--- config.mk ---
export PLATFORM = sky130hd
export DESIGN_NAME = keypad_pin_lock_controller_flat
export DESIGN_NICKNAME = d
export VERILOG_FILES = /design/src/rtl/kpl_pkg.sv /design/src/rtl/kpl_key_if.sv /design/src/rtl/kpl_res_if.sv /design/src/rtl/kpl_engine.sv /design/src/rtl/keypad_pin_lock_controller.sv /design/src/flat_wrapper.sv
export SDC_FILE = /design/constraint.sdc
export NUM_CORES = 1
export LEC_CHECK = 0
export BUFFER_PORTS_ARGS = -buffer_cell sky130_fd_sc_hd__buf_2
export CORE_UTILIZATION = 60
export CTS_CLUSTER_DIAMETER = 120
export DETAILED_ROUTE_END_ITERATION = 12
export GPL_TIMING_DRIVEN = 0
export HOLD_SLACK_MARGIN = 0.06
export PLACE_DENSITY = 0.88
export SKIP_CTS_REPAIR_TIMING = 1
export SLEW_MARGIN = 20
export SYNTH_ARGS = -nofsm -noshare
export SYNTH_HDL_FRONTEND = slang
export SYNTH_SLANG_ARGS = --single-unit
export TNS_END_PERCENT = 100
--- constraint.sdc ---
create_clock -name clk_i -period 4.4 [get_ports clk_i]
set_input_delay 0.88 -clock clk_i [delete_from_list [all_inputs] [get_ports clk_i]]
set_output_delay 0.88 -clock clk_i [all_outputs]
set_load 0.03 [all_outputs]
--- src/rtl/kpl_pkg.sv ---
// Package for the keypad PIN lock controller: PIN size, key and event codes,
// result type and reset PIN. No dependencies.
package kpl_pkg;

  localparam int unsigned PIN_DIGITS = 5;
  localparam int unsigned CNT_W = $clog2(PIN_DIGITS + 1);
  localparam int unsigned IDX_W = (PIN_DIGITS > 1) ? $clog2(PIN_DIGITS) : 1;
  localparam int unsigned TICK_W = 16;
  localparam logic [TICK_W-1:0] TIMEOUT_RESET = 16'd100;

  localparam logic [3:0] KEY_DIGIT_MAX = 4'd9;
  localparam logic [3:0] KEY_CLEAR = 4'd10;
  localparam logic [3:0] KEY_LOCK = 4'd11;

  localparam logic OP_KEY = 1'b0;
  localparam logic OP_TICK = 1'b1;

  typedef enum logic [2:0] {
    EV_NONE = 3'd0,
    EV_WRONG = 3'd1,
    EV_UNLOCKED = 3'd2,
    EV_RELOCKED = 3'd3,
    EV_CHANGED = 3'd4,
    EV_MISMATCH = 3'd5,
    EV_REFUSED = 3'd6
  } ev_e;

  typedef logic [PIN_DIGITS-1:0][3:0] pin_t;

  typedef struct packed {
    logic [2:0] mode;
    logic [2:0] digits_entered;
    logic       door_locked;
    logic       green_light;
    logic       red_light;
    logic       yellow_light;
    logic [2:0] event_status;
  } res_t;

  function automatic pin_t reset_pin();
    pin_t p;
    for (int i = 0; i < PIN_DIGITS; i++) begin
      p[i] = 4'(i + 1);
    end
    return p;
  endfunction

endpackage

--- src/rtl/kpl_key_if.sv ---
// Key/tick input channel: valid/ready handshake with opcode and key code.
// Depends on nothing.
interface kpl_key_if;
  logic       valid;
  logic       ready;
  logic       opcode;
  logic [3:0] key_code;

  modport source (output valid, output opcode, output key_code, input ready);
  modport sink (input valid, input opcode, input key_code, output ready);
endinterface

--- src/rtl/kpl_res_if.sv ---
// Result channel: valid/ready handshake with lock status fields.
// Depends on nothing.
interface kpl_res_if;
  logic       valid;
  logic       ready;
  logic [2:0] mode;
  logic [2:0] digits_entered;
  logic       door_locked;
  logic       green_light;
  logic       red_light;
  logic       yellow_light;
  logic [2:0] event_status;

  modport source (
    output valid, output mode, output digits_entered, output door_locked,
    output green_light, output red_light, output yellow_light, output event_status,
    input ready
  );
  modport sink (
    input valid, input mode, input digits_entered, input door_locked,
    input green_light, input red_light, input yellow_light, input event_status,
    output ready
  );
endinterface

--- src/rtl/kpl_engine.sv ---
// Lock state registers and next-state logic for one item per cycle while step_i is high.
// Depends on kpl_pkg.
module kpl_engine
  import kpl_pkg::*;
(
  input  logic              clk_i,
  input  logic              rst_ni,
  input  logic              step_i,
  input  logic              opcode_i,
  input  logic [3:0]        key_code_i,
  input  logic [TICK_W-1:0] timeout_i,
  output res_t              res_o
);

  typedef enum logic [2:0] {
    MODE_ENTER = 3'd0,
    MODE_CURRENT = 3'd1,
    MODE_NEW = 3'd2,
    MODE_CONFIRM = 3'd3,
    MODE_OPEN = 3'd4
  } mode_e;

  mode_e             mode_q, mode_d;
  logic [CNT_W-1:0]  cnt_q, cnt_d;
  logic [TICK_W-1:0] elapsed_q, elapsed_d;
  pin_t              stored_q, stored_d;
  pin_t              entry_q, entry_d;
  pin_t              prop_q, prop_d;
  pin_t              entry_new;
  ev_e               ev;
  logic              is_zero, hit_stored, hit_prop, open;

  assign is_zero = (entry_new == '0);
  assign hit_stored = (entry_new == stored_q);
  assign hit_prop = (entry_new == prop_q);

  always_comb begin
    mode_d = mode_q;
    cnt_d = cnt_q;
    elapsed_d = elapsed_q;
    stored_d = stored_q;
    entry_d = entry_q;
    prop_d = prop_q;
    entry_new = entry_q;
    ev = EV_NONE;
    if (!opcode_i && key_code_i <= KEY_DIGIT_MAX) begin
      entry_new[cnt_q[IDX_W-1:0]] = key_code_i;
    end
    if (mode_q == MODE_OPEN) begin
      if (opcode_i == OP_TICK) begin
        elapsed_d = elapsed_q + 1'b1;
        if (elapsed_d >= timeout_i) begin
          mode_d = MODE_ENTER;
          cnt_d = '0;
          ev = EV_RELOCKED;
        end
      end else if (key_code_i == KEY_LOCK) begin
        mode_d = MODE_ENTER;
        cnt_d = '0;
        ev = EV_RELOCKED;
      end
    end else if (opcode_i == OP_KEY) begin
      if (key_code_i <= KEY_DIGIT_MAX) begin
        entry_d = entry_new;
        if (cnt_q == CNT_W'(PIN_DIGITS - 1)) begin
          cnt_d = '0;
          case (mode_q)
            MODE_ENTER: begin
              if (is_zero) begin
                mode_d = MODE_CURRENT;
              end else if (hit_stored) begin
                mode_d = MODE_OPEN;
                elapsed_d = '0;
                ev = EV_UNLOCKED;
              end else begin
                ev = EV_WRONG;
              end
            end
            MODE_CURRENT: begin
              if (hit_stored) begin
                mode_d = MODE_NEW;
              end else begin
                mode_d = MODE_ENTER;
                ev = EV_WRONG;
              end
            end
            MODE_NEW: begin
              if (is_zero) begin
                mode_d = MODE_ENTER;
                ev = EV_REFUSED;
              end else begin
                prop_d = entry_new;
                mode_d = MODE_CONFIRM;
              end
            end
            default: begin
              if (hit_prop) begin
                stored_d = prop_q;
                ev = EV_CHANGED;
              end else begin
                ev = EV_MISMATCH;
              end
              mode_d = MODE_ENTER;
            end
          endcase
        end else begin
          cnt_d = cnt_q + 1'b1;
        end
      end else if (key_code_i == KEY_CLEAR && cnt_q != '0) begin
        cnt_d = cnt_q - 1'b1;
      end
    end
  end

  assign open = (mode_d == MODE_OPEN);
  always_comb begin
    res_o.mode = mode_d;
    res_o.digits_entered = open ? 3'd0 : 3'(cnt_d);
    res_o.door_locked = !open;
    res_o.green_light = open;
    res_o.red_light = !open;
    res_o.yellow_light = (mode_d == MODE_NEW) || (mode_d == MODE_CONFIRM);
    res_o.event_status = ev;
  end

  always_ff @(posedge clk_i or negedge rst_ni) begin
    if (!rst_ni) begin
      mode_q <= MODE_ENTER;
      cnt_q <= '0;
      elapsed_q <= '0;
      stored_q <= reset_pin();
    end else if (step_i) begin
      mode_q <= mode_d;
      cnt_q <= cnt_d;
      elapsed_q <= elapsed_d;
      stored_q <= stored_d;
    end
  end

  always_ff @(posedge clk_i) begin
    if (step_i) begin
      entry_q <= entry_d;
      prop_q <= prop_d;
    end
  end

  a_cnt_short : assert property (@(posedge clk_i) disable iff (!rst_ni)
    cnt_q < CNT_W'(PIN_DIGITS)) else $error("entry count reached full");
  a_unlock_clr : assert property (@(posedge clk_i) disable iff (!rst_ni)
    step_i && ev == EV_UNLOCKED |=> elapsed_q == '0 && mode_q == MODE_OPEN)
    else $error("unlock did not clear tick count");
  a_relock : assert property (@(posedge clk_i) disable iff (!rst_ni)
    step_i && ev == EV_RELOCKED |=> mode_q == MODE_ENTER && cnt_q == '0)
    else $error("relock left stale state");
  a_change : assert property (@(posedge clk_i) disable iff (!rst_ni)
    step_i && ev == EV_CHANGED |=> stored_q == $past(prop_q))
    else $error("changed PIN not stored");

endmodule

--- src/rtl/keypad_pin_lock_controller.sv ---
// Keypad PIN lock controller: each key or tick item yields one status item.
// The block takes one item per clock unless the output stalls; an item
// goes from the input register through next-state logic into the result
// register. Input ready follows result ready combinationally, so under
// output stall one further item is held in the input register. The unlock
// timeout is written through cfg_we_i/cfg_wdata_i and resets to 100 ticks.
// Depends on kpl_pkg, kpl_key_if, kpl_res_if and kpl_engine.
module keypad_pin_lock_controller
  import kpl_pkg::*;
(
  input  logic              clk_i,
  input  logic              rst_ni,
  kpl_key_if.sink           in_if,
  kpl_res_if.source         out_if,
  input  logic              cfg_we_i,
  input  logic [TICK_W-1:0] cfg_wdata_i
);

  logic              s1_valid_q;
  logic              s1_opcode_q;
  logic [3:0]        s1_key_q;
  logic              out_valid_q;
  res_t              out_res_q;
  res_t              res_next;
  logic [TICK_W-1:0] timeout_q;
  logic              in_acc, s1_go, out_free;

  assign out_free = !out_valid_q || out_if.ready;
  assign s1_go = s1_valid_q && out_free;
  assign in_if.ready = !s1_valid_q || s1_go;
  assign in_acc = in_if.valid && in_if.ready;

  kpl_engine u_engine (
    .clk_i      (clk_i),
    .rst_ni     (rst_ni),
    .step_i     (s1_go),
    .opcode_i   (s1_opcode_q),
    .key_code_i (s1_key_q),
    .timeout_i  (timeout_q),
    .res_o      (res_next)
  );

  always_ff @(posedge clk_i or negedge rst_ni) begin
    if (!rst_ni) begin
      s1_valid_q <= 1'b0;
      out_valid_q <= 1'b0;
      timeout_q <= TIMEOUT_RESET;
    end else begin
      if (in_acc) begin
        s1_valid_q <= 1'b1;
      end else if (s1_go) begin
        s1_valid_q <= 1'b0;
      end
      if (s1_go) begin
        out_valid_q <= 1'b1;
      end else if (out_if.ready) begin
        out_valid_q <= 1'b0;
      end
      if (cfg_we_i) begin
        timeout_q <= cfg_wdata_i;
      end
    end
  end

  always_ff @(posedge clk_i) begin
    if (in_acc) begin
      s1_opcode_q <= in_if.opcode;
      s1_key_q <= in_if.key_code;
    end
    if (s1_go) begin
      out_res_q <= res_next;
    end
  end

  assign out_if.valid = out_valid_q;
  assign out_if.mode = out_res_q.mode;
  assign out_if.digits_entered = out_res_q.digits_entered;
  assign out_if.door_locked = out_res_q.door_locked;
  assign out_if.green_light = out_res_q.green_light;
  assign out_if.red_light = out_res_q.red_light;
  assign out_if.yellow_light = out_res_q.yellow_light;
  assign out_if.event_status = out_res_q.event_status;

  a_in_taken : assert property (@(posedge clk_i) disable iff (!rst_ni)
    in_acc |=> s1_valid_q) else $error("accepted item lost");
  a_s1_hold : assert property (@(posedge clk_i) disable iff (!rst_ni)
    s1_valid_q && out_valid_q && !out_if.ready |=> s1_valid_q && $stable(s1_key_q))
    else $error("pending item dropped under stall");
  a_out_load : assert property (@(posedge clk_i) disable iff (!rst_ni)
    s1_go |=> out_valid_q) else $error("result not registered");

endmodule
--- src/flat_wrapper.sv ---
// flat-port wrapper written by rule: the top's interface ports become plain ports
module keypad_pin_lock_controller_flat import kpl_pkg::*;
  (clk_i, rst_ni, cfg_we_i, cfg_wdata_i, in_if_valid, in_if_opcode, in_if_key_code, in_if_ready, out_if_valid, out_if_mode, out_if_digits_entered, out_if_door_locked, out_if_green_light, out_if_red_light, out_if_yellow_light, out_if_event_status, out_if_ready);
  kpl_key_if in_if_i ();
  kpl_res_if out_if_i ();
  input  logic clk_i;
  input  logic rst_ni;
  input  logic cfg_we_i;
  input  logic [TICK_W-1:0] cfg_wdata_i;
  input wire logic [$bits(in_if_i.valid)-1:0] in_if_valid;
  input wire logic [$bits(in_if_i.opcode)-1:0] in_if_opcode;
  input wire logic [$bits(in_if_i.key_code)-1:0] in_if_key_code;
  output wire logic [$bits(in_if_i.ready)-1:0] in_if_ready;
  output wire logic [$bits(out_if_i.valid)-1:0] out_if_valid;
  output wire logic [$bits(out_if_i.mode)-1:0] out_if_mode;
  output wire logic [$bits(out_if_i.digits_entered)-1:0] out_if_digits_entered;
  output wire logic [$bits(out_if_i.door_locked)-1:0] out_if_door_locked;
  output wire logic [$bits(out_if_i.green_light)-1:0] out_if_green_light;
  output wire logic [$bits(out_if_i.red_light)-1:0] out_if_red_light;
  output wire logic [$bits(out_if_i.yellow_light)-1:0] out_if_yellow_light;
  output wire logic [$bits(out_if_i.event_status)-1:0] out_if_event_status;
  input wire logic [$bits(out_if_i.ready)-1:0] out_if_ready;
  assign in_if_i.valid = in_if_valid;
  assign in_if_i.opcode = in_if_opcode;
  assign in_if_i.key_code = in_if_key_code;
  assign in_if_ready = in_if_i.ready;
  assign out_if_valid = out_if_i.valid;
  assign out_if_mode = out_if_i.mode;
  assign out_if_digits_entered = out_if_i.digits_entered;
  assign out_if_door_locked = out_if_i.door_locked;
  assign out_if_green_light = out_if_i.green_light;
  assign out_if_red_light = out_if_i.red_light;
  assign out_if_yellow_light = out_if_i.yellow_light;
  assign out_if_event_status = out_if_i.event_status;
  assign out_if_i.ready = out_if_ready;
  keypad_pin_lock_controller u_core (.clk_i(clk_i), .rst_ni(rst_ni), .in_if(in_if_i), .out_if(out_if_i), .cfg_we_i(cfg_we_i), .cfg_wdata_i(cfg_wdata_i));
endmodule
==> metrics.txt, run 1 <==
status finished, final reports clean; drt total wl 18,100 um; Worst-path clk slew 60 ps; CP Class flip-flop to flip-flop; crit path launch type flip-flop; Routed wire per std cell 20.2 um; post-route ant nets 0; Nets 790; leak pwr 0.00314 uW; internal power 2290 uW; first-pass GRT wire length 28,300 um; clk buf depth 2; mapped cell area 0.00671 mm2; Fin Setup TNS 0 ps; antenna violations before repair 0; Layout area overhead 14.9%; synth warn 0; asr flop ratio synth 0.513; CP Capture Type flip-flop; CTS root buf clkbuf_8; slew at the pin closest to its max-slew limit 789 ps; die height 108 um; Synth Area per Inst 9.87 um2; GRT Resource Usage Total 0.329; Seq/Total Area, Yosys 0.481; core area 0.0109 mm2; Slew headroom 0.474; 1st-iter DRT viols 591; fraction of layout cells with a size suffix above 1 0.167; sw frac 0.293; post-placement setup slack -29.2 ps; Die Area 0.0116 mm2; # setup viols final 0; Most used DFF post-synth edfxtp_1; Final WS setup 176 ps; CTS buffer count 17; minimum clock period 4220 ps; clk_lat worst skew 550 ps; achievable frequency 237 MHz; Initial Utilization 0.616; most common cell after layout, fill and taps aside o21ai_0; Max Cap Violations 0; H-tree levels 4; FF+latch count, synth 117; Hold WC Path Type primary input to async pin; Distinct cells, synth 67; pwr dens 420 mW/mm2; number of synthesized flops with an enable pin 57; design area 0.00771 mm2; Flop pwr share 0.395; clock sink total 117; Clock Skew 13.5 ps; pin count of the biggest net entering global routing 61; vias in the first global route 5,476; antenna cell count 0; most frequent cells in the layout o21ai_0, nand2_1, edfxtp_1, inv_1, dfrtp_1; Rows 38; CTS tree done; Net Sw Power 950 uW; RSZ-0062 raised after global routing no; post-DP HPWL 12,800 um; Vias/cell 6.42; Final Hold Viols 0; input/output buffers 40; clock share of power 0.413; CP required 4670 ps; Pins Over Slew Limit 0; Critical Path AT 4500 ps; Pre-antenna DRT Iters 8; maximum vdd drop 0.000525 V; GRT Residual Overflow 0; Remaining DRCs 0; Via Count 5,748; fin crit share 0.960; Die W 108 um; crit-path max FO 5; post-synthesis net count 727; combinational power share 0.192; I/O pins 41; gpl congestion 0.949; Area after DPL 0.00712 mm2; Gate Count Post-Synth 680
-- per-layer routing --
layer,up-vias,GRT usage,routed length (um)
met3,53,0.0872,1380
met2,331,0.522,8550
li1,2590,-,-
met5,-,0,0
met1,2774,0.424,7720
met4,0,0.141,496
-- metrics by stage --
step | util | hold WS [ps] | total power (uW) | cells
global placement | 0.651 | 477 | 1870 | 860
CTS | 0.706 | 450 | 3230 | 895
finish | 0.708 | 411 | 3240 | 896
floorplan | - | 457 | 1710 | 680
global route | 0.708 | 490 | 3350 | 896
detailed placement | 0.654 | 502 | 1900 | 863
-- sequential cells by signal, summed over array words and instances, names as in the netlist --
signal / count
u_core.out_if.digits_entered: 3
u_core.out_if.door_locked: 1
u_core.out_if.event_status: 3
u_core.out_if.green_light: 1
u_core.out_if.mode: 3
u_core.out_if.valid: 1
u_core.out_if.yellow_light: 1
u_core.s1_key_q: 4
u_core.s1_opcode_q: 1
u_core.s1_valid_q: 1
u_core.timeout_q: 16
u_core.u_engine.cnt_q: 3
u_core.u_engine.elapsed_q: 16
u_core.u_engine.entry_q: 20
u_core.u_engine.mode_q: 3
u_core.u_engine.prop_q: 20
u_core.u_engine.stored_q: 20
-- final cells by class --
cell class,count,area (um2)
clock inverters,12,136
well taps,140,175
fillers,788,3180
plain buffers,31,138
repair buffers,44,228
flip-flops and latches,117,3230
multi-input cells,479,3190
clock buffers,20,425
inverters,53,199
-- synth_stat cells, types with 3 or more instances --
master,n,share of area
clkinv_1,3,0.0017
o211ai_1,6,0.0067
a31oi_1,9,0.0084
clkbuf_1,18,0.010
a22o_1,3,0.0039
buf_4,3,0.0034
nor4_1,9,0.0084
a22oi_1,5,0.0056
mux2_2,20,0.034
or3_1,5,0.0047
a21oi_1,29,0.022
a2111oi_0,3,0.0039
dfstp_2,10,0.039
o21ai_0,63,0.047
mux2i_1,7,0.010
edfxtp_1,57,0.26
and2_1,5,0.0047
or4_1,3,0.0034
nor3_1,20,0.015
inv_1,50,0.028
nand4_1,14,0.013
dfrtp_1,50,0.19
nand2b_1,7,0.0065
xnor2_1,32,0.042
and3_1,6,0.0056
ha_1,21,0.039
nor3b_1,5,0.0056
nand2_1,60,0.034
o22ai_1,7,0.0065
nand3_1,23,0.017
xor2_1,19,0.025
nor2b_1,13,0.012
nor2_1,36,0.020
a211oi_1,5,0.0056
buf_2,8,0.0060
-- worst max-delay path: stages (launching register included) --
cell	delay, ps
dfrtp_1	440
ha_1	260
and3_1	290
nand3_1	260
nor4_2	530
xor2_1	200
ha_1	270
nand4_1	130
a211oi_1	70
a2111oi_1	480
o21ai_0	270
a31oi_1	370
o21bai_2	240
nand4_1	150
-- power by group through the flow --
stage	Sequential (uW)	Combinational, uW	Clock (uW)
global route	1290	669	1390
CTS	1280	605	1340
detailed placement	1300	598	0
floorplan	1320	393	0
finish	1280	622	1340
global placement	1290	573	0
-- final timing paths --
check / to / cells past startpoint / slack, ps / startpoint
hold reg to reg: u_core.out_if.valid / 1 / 510 / u_core.s1_valid_q
min in group clk_i: u_core.out_if.valid / 1 / 510 / u_core.s1_valid_q
hold / removal: u_core.timeout_q[1] / 1 / 410 / rst_ni
max in group asynchronous: u_core.timeout_q[13] / 1 / 3460 / rst_ni
setup reg to reg: u_core.out_if.door_locked / 13 / 180 / u_core.u_engine.elapsed_q[0]
setup / recovery: u_core.out_if.door_locked / 13 / 180 / u_core.u_engine.elapsed_q[0]
-- cell families (layout without fill, tap and decap cells) --
| logic type | Yosys count | count (layout) | share of synthesized area |
|---|---|---|---|
| simple gates | 219 | 219 | 0.168 |
| compound gates | 161 | 161 | 0.151 |
| xor+xnor | 51 | 51 | 0.0666 |
| flops | 117 | 117 | 0.481 |
| mux | 27 | 27 | 0.0440 |
| fa+ha+maj | 21 | 21 | 0.0391 |
| buf+inv | 84 | 160 | 0.0501 |
Note: power is estimated with default switching activity, not from simulation.
==> run 2, diff against run 1 <==
--- a/config.mk
+++ b/config.mk
@@ -6,12 +6,12 @@
 export NUM_CORES = 1
 export LEC_CHECK = 0
 export BUFFER_PORTS_ARGS = -buffer_cell sky130_fd_sc_hd__buf_2
-export CORE_UTILIZATION = 60
+export CORE_UTILIZATION = 33
 export CTS_CLUSTER_DIAMETER = 120
 export DETAILED_ROUTE_END_ITERATION = 12
 export GPL_TIMING_DRIVEN = 0
 export HOLD_SLACK_MARGIN = 0.06
-export PLACE_DENSITY = 0.88
+export PLACE_DENSITY = 0.58
 export SKIP_CTS_REPAIR_TIMING = 1
 export SLEW_MARGIN = 20
 export SYNTH_ARGS = -nofsm -noshare
==> metrics.txt, run 2 (synthesized netlist as in run 1, its figures left out) <==
clock sink total 117; Routed wire per std cell 16.8 um; GRT Resource Usage Total 0.177; H-tree levels 4; core area 0.0197 mm2; Critical-path top delay cell a2111oi_0; Area after DPL 0.00730 mm2; minimum clock period 4110 ps; leak pwr 0.00313 uW; Pre-antenna DRT Iters 5; status finished, final reports clean; Final WS setup 289 ps; Critical Path AT 4390 ps; clock share of power 0.416; Inst Count DP 989; Pins Over Slew Limit 0; Max Cap Violations 0; FF-to-FF Start u_core.s1_opcode_q; CTS tree done; clk_lat worst skew 420 ps; Top delay family on crit path compound AO/OA/AOI/OAI gates; I/O pins 41; r2r setup slk 290 ps; die height 145 um; Clock Skew 6.73 ps; CP max stage delay 710 ps; post-route ant nets 0; Flop pwr share 0.395; GRT Residual Overflow 0; Die Area 0.0209 mm2; Vias/cell 5.29; Hold WC Path Type primary input to async pin; pin count of the biggest net entering global routing 47; sw frac 0.313; combinational power share 0.190; CP Launch Point u_core.s1_opcode_q; internal power 2230 uW; first-pass GRT wire length 27,700 um; Initial Utilization 0.340; Nets 790; fraction of layout cells with a size suffix above 1 0.175; Rows 51; crit path launch type flip-flop; Die W 145 um; antenna cell count 0; Layout area overhead 17.8%; input/output buffers 40; 1st-iter DRT viols 462; pwr dens 410 mW/mm2; fin crit share 0.934; Final Non-Filler Cells 1,021; # setup viols final 0; CTS buffer count 17; CP required 4680 ps; achievable frequency 243 MHz; worst-path cell chain buf_2, nor3_1, nand3_1, mux2i_1, a2111oi_0, nand4_1, a211o_1, o31ai_4, o21ai_0; clk buf depth 2; post-DP HPWL 12,300 um; worst hold margin 321 ps; slew at the pin closest to its max-slew limit 824 ps; Final Hold Viols 0; RSZ-0062 raised after global routing no; most frequent cells in the layout o21ai_0, nand2_1, edfxtp_1; Worst Path Buf+Inv 1; most common cell after layout, fill and taps aside o21ai_0; antenna violations before repair 0; CP Class flip-flop to flip-flop; maximum vdd drop 0.000289 V; gpl congestion 0.922; crit-path max FO 10; CTS root buf clkbuf_16; design area 0.00791 mm2; total power 3240 uW; Remaining DRCs 0; Slew headroom 0.446; R2R Path End u_core.u_engine.elapsed_q[2]; cells on worst reg2reg path 9; CP Capture Type flip-flop; post-placement setup slack 82.7 ps; biggest regs u_core.u_engine.entry_q (20), u_core.u_engine.prop_q (20), u_core.u_engine.stored_q (20); Net Sw Power 1010 uW; Worst-path clk slew 60 ps; vias in the first global route 5,022; Via Count 5,402; drt total wl 17,200 um
==> run 2: cell count changes in the layout (fill, tap and decap cells not counted), moves of 2 or more <==
cell	change
buf_4	-2
bufinv_16	-2
clkinv_4	+3
clkinvlp_4	+5
inv_6	+4
clkinv_2	-6
clkbuf_1	-3
clkinv_1	-2
==> run 2: power by group through the flow <==
stage                     Combinational (uW)  Clock, uW  Sequential, uW
after floorplan                          393          0            1320
after global placement                   598          0            1300
after detailed placement                 603          0            1300
after CTS                                606       1370            1280
after global routing                     685       1420            1290
final                                    614       1350            1280
==> run 2: layer usage <==
metal | track usage | up-vias | share of wire | wire length [um]
met2 | 0.259 | 168 | 0.44 | 7550
met5 | 0 | - | 0 | 0
met1 | 0.252 | 2614 | 0.49 | 8340
li1 | - | 2598 | - | -
met4 | 0.0676 | 0 | 0.018 | 306
met3 | 0.0414 | 22 | 0.058 | 994
==> run 2: layout make-up <==
type                    count  area [um2]
plain buffers              31         138
clock inverters            15         149
inverters                  53         199
well taps                 265         332
clock buffers              17         425
flip-flops and latches    117        3230
multi-input cells         479        3190
fillers                  1937       11800
repair buffers             44         245
==> run 2: how the worst max path moves through the flow <==
stage | to | slack (ps) | cells after the start
6_report | u_core.u_engine.elapsed_q[2] | 290 | 9
5_1_grt | u_core.out_if.door_locked | 30 | 15
4_1_cts | u_core.out_if.door_locked | 20 | 15
3_5_place_dp | u_core.out_if.door_locked | 80 | 15
3_3_place_gp | u_core.u_engine.entry_q[6] | -810 | 4
2_1_floorplan | u_core.u_engine.entry_q[0] | 860 | 4
==> run 2: stage by stage <==
step            util  setup TNS (ps)
2_1_floorplan      -               0
3_3_place_gp   0.367          -21550
3_5_place_dp   0.370               0
4_1_cts        0.399               0
5_1_grt        0.401               0
6_report       0.401               0
==> run 3, diff against run 2 <==
--- a/config.mk
+++ b/config.mk
@@ -11,10 +11,11 @@
 export DETAILED_ROUTE_END_ITERATION = 12
 export GPL_TIMING_DRIVEN = 0
 export HOLD_SLACK_MARGIN = 0.06
-export PLACE_DENSITY = 0.58
+export PLACE_DENSITY = 0.57
 export SKIP_CTS_REPAIR_TIMING = 1
 export SLEW_MARGIN = 20
 export SYNTH_ARGS = -nofsm -noshare
 export SYNTH_HDL_FRONTEND = slang
+export SYNTH_HIERARCHICAL = 1
 export SYNTH_SLANG_ARGS = --single-unit
 export TNS_END_PERCENT = 100
==> metrics.txt, run 3 <==
Flop pwr share 0.402; Seq/Total Area, Yosys 0.474; achievable frequency 245 MHz; clock sink total 118; xor-xnor portion of the synthesized cell area 0.0548; R2R Path End u_core/u_engine/stored_q[11]; post-route ant nets 0; I/O pins 41; vias in the first global route 5,258; drt total wl 18,800 um; CP Launch Point u_core/s1_key_q[1]; Synth Area in Adders 0.0364; Remaining DRCs 0; Post-Route M1 WL 8380 um; Hold WC Path Type primary input to async pin; gpl congestion 0.872; CTS root buf clkbuf_16; mapped cell area 0.00687 mm2; worst-path cell chain buf_2, o21ai_1, nand2_1, mux2_2, xor2_1, or4_1, nor4_1, nand4_1, buf_6, mux2_4; Die Area 0.0214 mm2; core area 0.0203 mm2; clk_lat worst skew 420 ps; fraction of layout cells with a size suffix above 1 0.227; pwr dens 384 mW/mm2; Initial Utilization 0.338; Final Hold Viols 0; CTS tree done; minimum clock period 4080 ps; Rows 52; die height 146 um; Clock Skew 9.51 ps; worst hold margin 298 ps; Net Sw Power 756 uW; Distinct cells, synth 73; sw frac 0.243; CP required 4700 ps; clock share of power 0.487; Slew headroom 0.401; Layout area overhead 17.8%; RSZ-0062 raised after global routing no; highest routed metal layer met4; status finished, final reports clean; Via Count 5,164; number of synthesized flops with an enable pin 58; 1st-iter DRT viols 353; input/output buffers 39; leak pwr 0.00341 uW; internal power 2350 uW; Routed wire per std cell 19.7 um; slew at the pin closest to its max-slew limit 899 ps; most common cell after layout, fill and taps aside edfxtp_1; largest area contributor in the netlist edfxtp_1; Top delay family on crit path simple AND/OR/NAND/NOR gates; asr flop ratio synth 0.508; top-count cell post-synth edfxtp_1; # setup viols final 0; most frequent cells in the layout edfxtp_1, inv_1, dfrtp_1, buf_2, nor2_1; clk buf depth 2; Synth Area per Inst 11.2 um2; r2r setup slk 320 ps; GRT Residual Overflow 0; FF-to-FF Start u_core/s1_key_q[1]; synth warn 6; fin crit share 0.927; FF+latch count, synth 118; Commonest cells post-synth edfxtp_1, inv_1, dfrtp_1, nor2_1, nand2_1; combinational power share 0.111; Worst-path clk slew 60 ps; simple-gate share of the synthesized area 0.149; area share of the largest cell type after synthesis 0.254; compound-cell area share of the yosys netlist 0.136; Pins Over Slew Limit 0; Critical-path top delay cell o21ai_1; post-DP HPWL 13,800 um; multiplexer share of the synthesized area 0.0951; Nets 719; antenna violations before repair 0; CP Capture Type flip-flop; WL met3 772 um; CP Class flip-flop to flip-flop; first-pass GRT wire length 29,700 um; Gate Count Post-Synth 612; Most used DFF post-synth edfxtp_1; CTS buffer count 17; maximum vdd drop 0.000218 V; met2 wire length 9250 um; Area contributors post-synth edfxtp_1, dfrtp_1, mux2_4; Pre-antenna DRT Iters 5; Vias/cell 5.40; Critical Path AT 4380 ps; CP max stage delay 630 ps; largest family of logic cells by synthesized area simple AND/OR/NAND/NOR gates; total power 3100 uW; pin count of the biggest net entering global routing 51; GRT Resource Usage Total 0.182; Worst Path Buf+Inv 2; Max Cap Violations 0; crit path launch type flip-flop; biggest regs u_core/u_engine/entry_q (20), u_core/u_engine/prop_q (20), u_core/u_engine/stored_q (20); H-tree levels 4; crit-path max FO 10; post-synthesis net count 658; Die W 146 um; cells on worst reg2reg path 10; antenna cell count 0
run 3: cell types whose count changed after synthesis, sizes merged, moves of 6 or more:
cell,change
a21o,+8
a21oi,-9
a31oi,-7
a32o,+11
mux2,+20
nand2,-29
nand4,-6
nor2b,-6
o21ai,-41
xnor2,-11
run 3: worst reg2reg max path, delay by kind of cell (launching register included):
kind	cells	cell delay (ps)
simple gates	4	1630
xor+xnor	1	150
compound gates	1	640
mux	2	760
flops	1	340
buf+inv	2	450
run 3: logic make-up after synthesis:
kind of cell               count (synthesis)
AOI/OAI and AO/OA                        128
and+or+nand+nor                          174
xor gates and xnor gates                  43
adders and majority gates                 20
muxes                                     49
buffers and inverters                     80
DFF                                      118
run 3: layer usage:
| layer | global-route usage | vias up |
|---|---|---|
| met5 | 0 | - |
| met4 | 0.0672 | 0 |
| met2 | 0.309 | 151 |
| met1 | 0.228 | 2598 |
| met3 | 0.0363 | 31 |
| li1 | - | 2384 |
run 3: per-stage QoR:
stage / instances / util / setup slack [ps] / instance area, um2 / setup TNS (ps)
finish: 956 / 0.399 / 323 / 8090 / 0
global route: 956 / 0.399 / 89.6 / 8090 / 0
CTS: 956 / 0.398 / 308 / 8090 / 0
detailed placement: 924 / 0.367 / 330 / 7450 / 0
global placement: 921 / 0.365 / -1290 / 7400 / -25670
floorplan: 612 / - / 808 / 6870 / 0
run 3: final cells by class:
cell class                      count  area [um2]
Buffer                             29         180
Clock buffer                       18         429
Clock inverter                     14         208
Fill cell                        2006       12200
Inverter                           51         191
Multi-Input combinational cell    414        3250
Sequential cell                   118        3260
Tap cell                          270         338
Timing Repair Buffer               42         240
run 3: worst max path at each step:
stage,end,depth (start not counted)
final,u_core/u_engine/stored_q[11],10
after detailed placement,u_core/out_if.door_locked,10
after CTS,u_core/out_if.door_locked,10
after global placement,u_core/u_engine/prop_q[6],8
after floorplan,u_core/u_engine/prop_q[0],8
after global routing,u_core/out_if.door_locked,10
run 3: power by group through the flow:
stage	clock, uW	sequential, uW	combinational [uW]
6_report	1510	1250	345
5_1_grt	1590	1250	383
4_1_cts	1550	1250	347
3_5_place_dp	0	1270	344
3_3_place_gp	0	1260	333
2_1_floorplan	0	1270	223
